--- config.mk ---
export PLATFORM = sky130hd
export DESIGN_NAME = distinct_value_set_table_unit_flat
export DESIGN_NICKNAME = d
export VERILOG_FILES = /design/src/dvst_pkg.sv /design/src/dvst_req_if.sv /design/src/dvst_rsp_if.sv /design/src/dvst_cell.sv /design/src/distinct_value_set_table_unit.sv /design/src/flat_wrapper.sv
export SDC_FILE = /design/constraint.sdc
export NUM_CORES = 2
export LEC_CHECK = 0
export ABC_AREA = 0
export CAP_MARGIN = 10
export CORE_MARGIN = 5
export CORE_UTILIZATION = 58
export DETAILED_ROUTE_END_ITERATION = 8
export DONT_BUFFER_PORTS = 1
export PLACE_DENSITY = 0.76
export SLEW_MARGIN = 30
export SYNTH_ARGS = -nofsm -noshare
export SYNTH_HDL_FRONTEND = slang
export SYNTH_HIERARCHICAL = 1
export SYNTH_SLANG_ARGS = --single-unit
--- constraint.sdc ---
create_clock -name clk_i -period 6.25 [get_ports clk_i]
set_input_delay 0.625 -clock clk_i [delete_from_list [all_inputs] [get_ports clk_i]]
set_output_delay 0.625 -clock clk_i [all_outputs]
set_load 0.01 [all_outputs]
--- src/dvst_pkg.sv ---
package dvst_pkg;

  // Request codes; code 3 behaves as a lookup.
  localparam logic [1:0] REQ_LOOKUP = 2'd0;
  localparam logic [1:0] REQ_ADD    = 2'd1;
  localparam logic [1:0] REQ_REMOVE = 2'd2;

  // Result status codes.
  localparam logic [1:0] STAT_OK        = 2'd0;
  localparam logic [1:0] STAT_DUPLICATE = 2'd1;
  localparam logic [1:0] STAT_ABSENT    = 2'd2;
  localparam logic [1:0] STAT_FULL      = 2'd3;

  localparam int unsigned ValueW = 64;

  typedef enum logic {
    ST_IDLE,
    ST_UPDATE
  } state_e;

  // Per-cell controls driven by the top level.
  typedef struct packed {
    logic cmp;    // compare stored word against key
    logic valid;  // cell holds a live entry
    logic shift;  // take neighbor's word (remove)
    logic load;   // take key word (append)
  } cell_ctl_t;

endpackage

--- src/dvst_req_if.sv ---
interface dvst_req_if;
  logic                            valid;
  logic                            ready;
  logic [1:0]                      req_type;
  logic [dvst_pkg::ValueW-1:0]     value;

  modport source (output valid, output req_type, output value, input ready);
  modport sink   (input valid, input req_type, input value, output ready);
endinterface

--- src/dvst_rsp_if.sv ---
interface dvst_rsp_if;
  logic       valid;
  logic       ready;
  logic [1:0] status;
  logic [3:0] position;
  logic [4:0] entries_now;

  modport source (output valid, output status, output position, output entries_now,
                  input ready);
  modport sink   (input valid, input status, input position, input entries_now,
                  output ready);
endinterface

--- src/dvst_cell.sv ---
module dvst_cell (
  input  logic                          clk_i,
  input  logic                          rst_ni,
  input  dvst_pkg::cell_ctl_t           ctl_i,
  input  logic [dvst_pkg::ValueW-1:0]   key_i,
  input  logic [dvst_pkg::ValueW-1:0]   next_value_i,
  output logic [dvst_pkg::ValueW-1:0]   value_o,
  output logic                          hit_o
);

  logic [dvst_pkg::ValueW-1:0] value_q, value_d;
  logic                        hit_q, hit_d;

  always_comb begin
    value_d = value_q;
    if (ctl_i.load) begin
      value_d = key_i;
    end else if (ctl_i.shift) begin
      value_d = next_value_i;
    end
    hit_d = hit_q;
    if (ctl_i.cmp) begin
      hit_d = ctl_i.valid && (value_q == key_i);
    end
  end

  always_ff @(posedge clk_i) begin
    value_q <= value_d;
  end

  always_ff @(posedge clk_i or negedge rst_ni) begin
    if (!rst_ni) begin
      hit_q <= 1'b0;
    end else begin
      hit_q <= hit_d;
    end
  end

  assign value_o = value_q;
  assign hit_o   = hit_q;

endmodule

--- src/distinct_value_set_table_unit.sv ---
// Distinct value set table: a packed list of distinct 64-bit words kept in
// insertion order, held in a row of CAPACITY cells.
// Request channel (req_i): req_type 0 lookup, 1 add, 2 remove (3 acts as
// lookup) plus the 64-bit value. Response channel (rsp_o): status, position
// and entries_now, exactly one item per request.
// In the accept cycle every cell compares its word against the incoming
// value in parallel and registers a hit flag. In the update state that
// follows, the hit position is encoded, the response register is loaded
// and the row is updated: an add writes the cell at the fill count, a
// remove makes every cell at or above the hit take its upper neighbor's
// word. The update cycle waits while the response register still holds an
// unclaimed item; no new request is taken until the update is done, so
// items are processed one at a time and a stall holds the row unchanged.
// Reset clears the fill count, handshake state and the cells' hit flags;
// cell words stay undefined until written and are never read above the
// fill count.
module distinct_value_set_table_unit #(
  parameter int unsigned CAPACITY = 16
) (
  input  logic     clk_i,
  input  logic     rst_ni,
  dvst_req_if.sink   req_i,
  dvst_rsp_if.source rsp_o
);

  localparam int unsigned IdxW = (CAPACITY > 1) ? $clog2(CAPACITY) : 1;
  localparam int unsigned CntW = $clog2(CAPACITY + 1);
  localparam logic [CntW-1:0] CapCnt = CntW'(CAPACITY);

  dvst_pkg::state_e state_q, state_d;

  logic [1:0]                    req_type_q;
  logic [dvst_pkg::ValueW-1:0]   key_q;
  logic [dvst_pkg::ValueW-1:0]   key_bus;
  logic [CntW-1:0]               count_q, count_d;

  logic                          rsp_valid_q, rsp_valid_d;
  logic [1:0]                    rsp_status_q, rsp_status_d;
  logic [3:0]                    rsp_pos_q, rsp_pos_d;
  logic [4:0]                    rsp_cnt_q, rsp_cnt_d;

  logic                          accept;
  logic                          go;       // update cycle may commit
  logic                          do_add;   // append key at fill count
  logic                          do_rem;   // compact from hit position

  logic [CAPACITY-1:0]           hit;
  logic [dvst_pkg::ValueW-1:0]   cell_value [CAPACITY];
  logic                          hit_any;
  logic [IdxW-1:0]               hit_pos;
  logic [IdxW-1:0]               res_pos;
  logic [IdxW+3:0]               pos_ext;
  logic [CntW+4:0]               cnt_ext;

  assign accept    = req_i.valid && req_i.ready;
  assign req_i.ready = (state_q == dvst_pkg::ST_IDLE);
  assign go        = (state_q == dvst_pkg::ST_UPDATE) && (!rsp_valid_q || rsp_o.ready);

  // Compare against the port value in the accept cycle, write the held key later.
  assign key_bus = (state_q == dvst_pkg::ST_IDLE) ? req_i.value : key_q;

  // At most one live cell can hit since stored words are distinct, so an
  // OR of the matching indices gives the position.
  always_comb begin
    hit_any = |hit;
    hit_pos = '0;
    for (int unsigned k = 0; k < CAPACITY; k++) begin
      if (hit[k]) begin
        hit_pos = hit_pos | IdxW'(k);
      end
    end
  end

  // Response and state update decisions.
  always_comb begin
    do_add       = 1'b0;
    do_rem       = 1'b0;
    count_d      = count_q;
    res_pos      = '0;
    rsp_status_d = dvst_pkg::STAT_OK;
    unique case (req_type_q)
      dvst_pkg::REQ_ADD: begin
        if (hit_any) begin
          rsp_status_d = dvst_pkg::STAT_DUPLICATE;
        end else if (count_q >= CapCnt) begin
          rsp_status_d = dvst_pkg::STAT_FULL;
        end else begin
          res_pos = count_q[IdxW-1:0];
          do_add  = go;
          count_d = go ? count_q + CntW'(1) : count_q;
        end
      end
      dvst_pkg::REQ_REMOVE: begin
        if (!hit_any) begin
          rsp_status_d = dvst_pkg::STAT_ABSENT;
        end else begin
          res_pos = hit_pos;
          do_rem  = go;
          count_d = go ? count_q - CntW'(1) : count_q;
        end
      end
      default: begin
        if (hit_any) begin
          res_pos = hit_pos;
        end else begin
          rsp_status_d = dvst_pkg::STAT_ABSENT;
        end
      end
    endcase
  end

  // Position and count are reported masked to the field widths.
  assign pos_ext = {4'b0, res_pos};
  assign cnt_ext = {5'b0, count_d};

  always_comb begin
    rsp_valid_d = rsp_valid_q;
    rsp_pos_d   = rsp_pos_q;
    rsp_cnt_d   = rsp_cnt_q;
    if (rsp_o.ready) begin
      rsp_valid_d = 1'b0;
    end
    if (go) begin
      rsp_valid_d = 1'b1;
      rsp_pos_d   = pos_ext[3:0];
      rsp_cnt_d   = cnt_ext[4:0];
    end
  end

  // Two-step sequencer.
  always_comb begin
    state_d = state_q;
    unique case (state_q)
      dvst_pkg::ST_IDLE: begin
        if (accept) begin
          state_d = dvst_pkg::ST_UPDATE;
        end
      end
      dvst_pkg::ST_UPDATE: begin
        if (go) begin
          state_d = dvst_pkg::ST_IDLE;
        end
      end
      default: state_d = dvst_pkg::ST_IDLE;
    endcase
  end

  always_ff @(posedge clk_i or negedge rst_ni) begin
    if (!rst_ni) begin
      state_q     <= dvst_pkg::ST_IDLE;
      count_q     <= '0;
      rsp_valid_q <= 1'b0;
    end else begin
      state_q     <= state_d;
      count_q     <= count_d;
      rsp_valid_q <= rsp_valid_d;
    end
  end

  always_ff @(posedge clk_i) begin
    if (accept) begin
      req_type_q <= req_i.req_type;
      key_q      <= req_i.value;
    end
    if (go) begin
      rsp_status_q <= rsp_status_d;
    end
    rsp_pos_q <= rsp_pos_d;
    rsp_cnt_q <= rsp_cnt_d;
  end

  // Row of cells; on a remove each cell at or above the hit takes its upper neighbor's word.
  for (genvar k = 0; k < CAPACITY; k++) begin : g_cell
    localparam logic [CntW-1:0] KCnt = CntW'(k);
    localparam logic [IdxW-1:0] KIdx = IdxW'(k);
    dvst_pkg::cell_ctl_t         ctl;
    logic [dvst_pkg::ValueW-1:0] nxt;

    if (k == CAPACITY - 1) begin : g_last
      assign nxt = cell_value[k];
    end else begin : g_mid
      assign nxt = cell_value[k+1];
    end

    assign ctl.cmp   = accept;
    assign ctl.valid = (KCnt < count_q);
    assign ctl.shift = do_rem && (KIdx >= hit_pos);
    assign ctl.load  = do_add && (KCnt == count_q);

    dvst_cell u_cell (
      .clk_i        (clk_i),
      .rst_ni       (rst_ni),
      .ctl_i        (ctl),
      .key_i        (key_bus),
      .next_value_i (nxt),
      .value_o      (cell_value[k]),
      .hit_o        (hit[k])
    );
  end

  assign rsp_o.valid       = rsp_valid_q;
  assign rsp_o.status      = rsp_status_q;
  assign rsp_o.position    = rsp_pos_q;
  assign rsp_o.entries_now = rsp_cnt_q;

endmodule

--- src/flat_wrapper.sv ---
// flat-port wrapper written by rule: the top's interface ports become plain ports
module distinct_value_set_table_unit_flat 
#(
  parameter int unsigned CAPACITY = 16
)
  (clk_i, rst_ni, req_i_valid, req_i_req_type, req_i_value, req_i_ready, rsp_o_valid, rsp_o_status, rsp_o_position, rsp_o_entries_now, rsp_o_ready);
  dvst_req_if req_i_i ();
  dvst_rsp_if rsp_o_i ();
  input  logic clk_i;
  input  logic rst_ni;
  input wire logic [$bits(req_i_i.valid)-1:0] req_i_valid;
  input wire logic [$bits(req_i_i.req_type)-1:0] req_i_req_type;
  input wire logic [$bits(req_i_i.value)-1:0] req_i_value;
  output wire logic [$bits(req_i_i.ready)-1:0] req_i_ready;
  output wire logic [$bits(rsp_o_i.valid)-1:0] rsp_o_valid;
  output wire logic [$bits(rsp_o_i.status)-1:0] rsp_o_status;
  output wire logic [$bits(rsp_o_i.position)-1:0] rsp_o_position;
  output wire logic [$bits(rsp_o_i.entries_now)-1:0] rsp_o_entries_now;
  input wire logic [$bits(rsp_o_i.ready)-1:0] rsp_o_ready;
  assign req_i_i.valid = req_i_valid;
  assign req_i_i.req_type = req_i_req_type;
  assign req_i_i.value = req_i_value;
  assign req_i_ready = req_i_i.ready;
  assign rsp_o_valid = rsp_o_i.valid;
  assign rsp_o_status = rsp_o_i.status;
  assign rsp_o_position = rsp_o_i.position;
  assign rsp_o_entries_now = rsp_o_i.entries_now;
  assign rsp_o_i.ready = rsp_o_ready;
  distinct_value_set_table_unit #(.CAPACITY(CAPACITY)) u_core (.clk_i(clk_i), .rst_ni(rst_ni), .req_i(req_i_i), .rsp_o(rsp_o_i));
endmodule
==> flow_metrics.env <==
export IMPL_routedWlPerCell_um=22.9
export IMPL_cp_cell_sequence="nor4_1 -> nand4_2 -> nor4_4 -> nand3_1 -> nor2_4 -> buf_4 -> mux2_2"
export IMPL_area_delta_synth_final_pct=10.2
export IMPL_min_period_ns=4.42
export IMPL_synth_seq_cells=1124
export IMPL_grt_pass1_vias=35304
export IMPL_critPathLaunch="u_core/g_cell[1].u_cell/hit_o"
export IMPL_r2r_start="u_core/g_cell[1].u_cell/hit_o"
export IMPL_dpl_hpwl_um=90500
export IMPL_fin_crit_sh_pct=70.7
export IMPL_io_pins=83
export IMPL_peakVddDrop_mv=0.243
export IMPL_synth_top_area_share_pct=55.7
export IMPL_hold_buffers=68
export IMPL_coreArea_um2=102000
export IMPL_dpl_instance_area_um2=61100
export IMPL_synthesis_area_um2=59400
export IMPL_yosys_top_cells_area="edfxtp_1, mux2_2, xnor2_1, nand4_1, inv_1"
export IMPL_ys_seq_area_share_pct=56.6
export IMPL_cp_data_required_time_ns=6.68
export IMPL_stdcell_area_um2=65500
export IMPL_yosysTopAreaCell="edfxtp_1"
export IMPL_hold_viol_final=0
export IMPL_yosysUniqueCellTypes=48
export IMPL_drv_cap=0
export IMPL_cts_buffers=116
export IMPL_die_height_um=330
export IMPL_drt_total_wl_um=131000
export IMPL_num_vias=34080
export IMPL_remaining_drc_errors=0
export IMPL_tightest_slew_ns=1.03
export IMPL_viasPerCell=5.99
export IMPL_cellLeakagePower_uw=0.0206
export IMPL_worst_setup_path_type="flop to flop"
export IMPL_layout_nets=4299
export IMPL_min_from="rsp_o_ready"
export IMPL_cp_slowest_stage_delay_ns=0.82
export IMPL_cts_max_path_buffers=3
export IMPL_clkSinkCount=1124
export IMPL_end_kind="flop"
export IMPL_setup_worst_path_start_class="flop"
export IMPL_r2r_slack_ns=1.83
export IMPL_cts_tree="built"
export IMPL_setup_violations=0
export IMPL_layout_common_cells="edfxtp_1, mux2_2, xnor2_1, nand4_1, inv_1"
export IMPL_slew_violations=0
export IMPL_fillCellCount=7279
export IMPL_synth_edf_count=1101
export IMPL_place_congestion=0.936
export IMPL_port_buffers=0
export IMPL_root_buffer="clkbuf_16"
export IMPL_rows=117
export IMPL_async_reset_ff_share_pct=2.05
export IMPL_fin_tns_setup_ns=0
export IMPL_drive_above_1_share_pct=31.8
export IMPL_powerDensity_nw_per_um2=267
export IMPL_max_freq_ghz=0.226
export IMPL_worstHoldPathType="input pin to flop"
export IMPL_cts_resized=0
export IMPL_grt_max_degree=65
export IMPL_finish_utilization_pct=64.4
export IMPL_rsz0062_at_grt="no"
export IMPL_postSynthCellCount=4106
export IMPL_overflow=0
export IMPL_die_x_um=330
export IMPL_clkTransAtPathRegs_ns=0.07
export IMPL_slew_headroom_pct=31.0
export IMPL_cts_htree_levels=3
export IMPL_avgSynthCellArea_um2=14.5
export IMPL_ys_warn_count=6
export IMPL_crit_arrival_ns=4.85
export IMPL_crit_fanout=41
export IMPL_critPathSlowestCell="nor2_4"
export IMPL_grt_pass1_wl_um=204000
export IMPL_synth_flop_cell="edfxtp_1"
export IMPL_postRouteAntennaNets=0
export IMPL_die_area_um2=109000
export IMPL_drt_iter0_markers=2681
export IMPL_finalClockSkew_ns=0.0364
export IMPL_clock_latency_ns=0.71
export IMPL_layout_commonest_cell="edfxtp_1"
export IMPL_track_usage_pct=23.9
export IMPL_firstDrtPassIters=6
export IMPL_antenna_found_initial=2
export IMPL_cts_setup_buffers=0
export IMPL_synth_net_count=4183
export IMPL_status="completed"
export IMPL_initial_core_util_pct=58.4
-- cell usage after synthesis, types with 29 or more instances --
library cell,n
nor2_1,29
mux2_2,1088
xnor2_1,784
edfxtp_1,1101
inv_1,211
o22ai_1,84
nand4_1,215
nor4_1,84
a22o_1,32
xor2_1,64
buf_2,113
nand2_1,40
-- metrics by stage --
step | total power (µW) | hold slack [ns] | cells | worst slack [ns]
after CTS | 17500 | 0.210 | 5688 | 1.97
final | 17500 | 0.275 | 5691 | 1.83
after global placement | 10800 | 0.334 | 5401 | 2.04
after global routing | 18100 | 0.253 | 5691 | 1.69
after detailed placement | 10900 | 0.334 | 5403 | 1.97
after floorplan | 10200 | 0.329 | 4106 | 0.0777
-- routing by layer --
layer,routed length (µm),GRT usage [%]
met1,53500,30.5
met2,63400,40.6
met3,7750,4.46
met4,5790,9.32
met5,16,0
-- sequential cells by signal, indices dropped and copies added (netlist names) --
signal                        count
u_core/count_q                    5
u_core/g_cell.u_cell/hit_o       16
u_core/g_cell.u_cell/value_o   1024
u_core/key_q                     64
u_core/req_type_q                 2
u_core/rsp_o.entries_now          5
u_core/rsp_o.position             4
u_core/rsp_o.status               2
u_core/rsp_o.valid                1
u_core/state_q                    1
-- final timing paths --
| path | end | cells past startpoint |
|---|---|---|
| worst max-delay path | u_core/g_cell[13].u_cell/value_o[10] | 7 |
| worst min-delay path | u_core/rsp_o.valid | 2 |
| worst max register to register | u_core/g_cell[13].u_cell/value_o[10] | 7 |
| worst min register to register | u_core/g_cell[10].u_cell/value_o[60] | 1 |
| max in group asynchronous | u_core/g_cell[9].u_cell/hit_o | 2 |
| min in group asynchronous | u_core/count_q[2] | 2 |
-- kinds of logic after synthesis --
group	after synthesis	share of synthesized area [%]
AOI/OAI and AO/OA	227	2.99
xor gates and xnor gates	848	12.5
adders and majority gates	7	0.147
buffers and inverters	341	2.41
DFF	1124	56.6
muxes	1092	20.7
and+or+nand+nor	467	4.64
-- critical path, delay by kind of cell, from the launching register on --
family / cells / cell delay, ns
flip-flops: 1 / 0.40
AND/OR/NAND/NOR: 5 / 2.72
multiplexers: 1 / 0.40
buffers and inverters: 1 / 0.58
-- final cells by class --
cell class | instances | area (µm²) | share of cell area [%]
sequential | 1124 | 33600 | 51.4
multi-input combinational | 2641 | 24500 | 37.4
antenna | 2 | 5.00 | 0.00764
tap | 1368 | 1710 | 2.61
inverter | 212 | 796 | 1.22
clock inverter | 73 | 582 | 0.888
clock buffer | 144 | 3050 | 4.66
timing repair buffer | 127 | 1180 | 1.80
-- power breakdown --
group	total (µW)	switching, µW	internal [µW]
Sequential	8420	101	8320
Clock	6660	2880	3780
Combinational	2380	1510	870
Note: power is estimated with default switching activity, not from simulation.
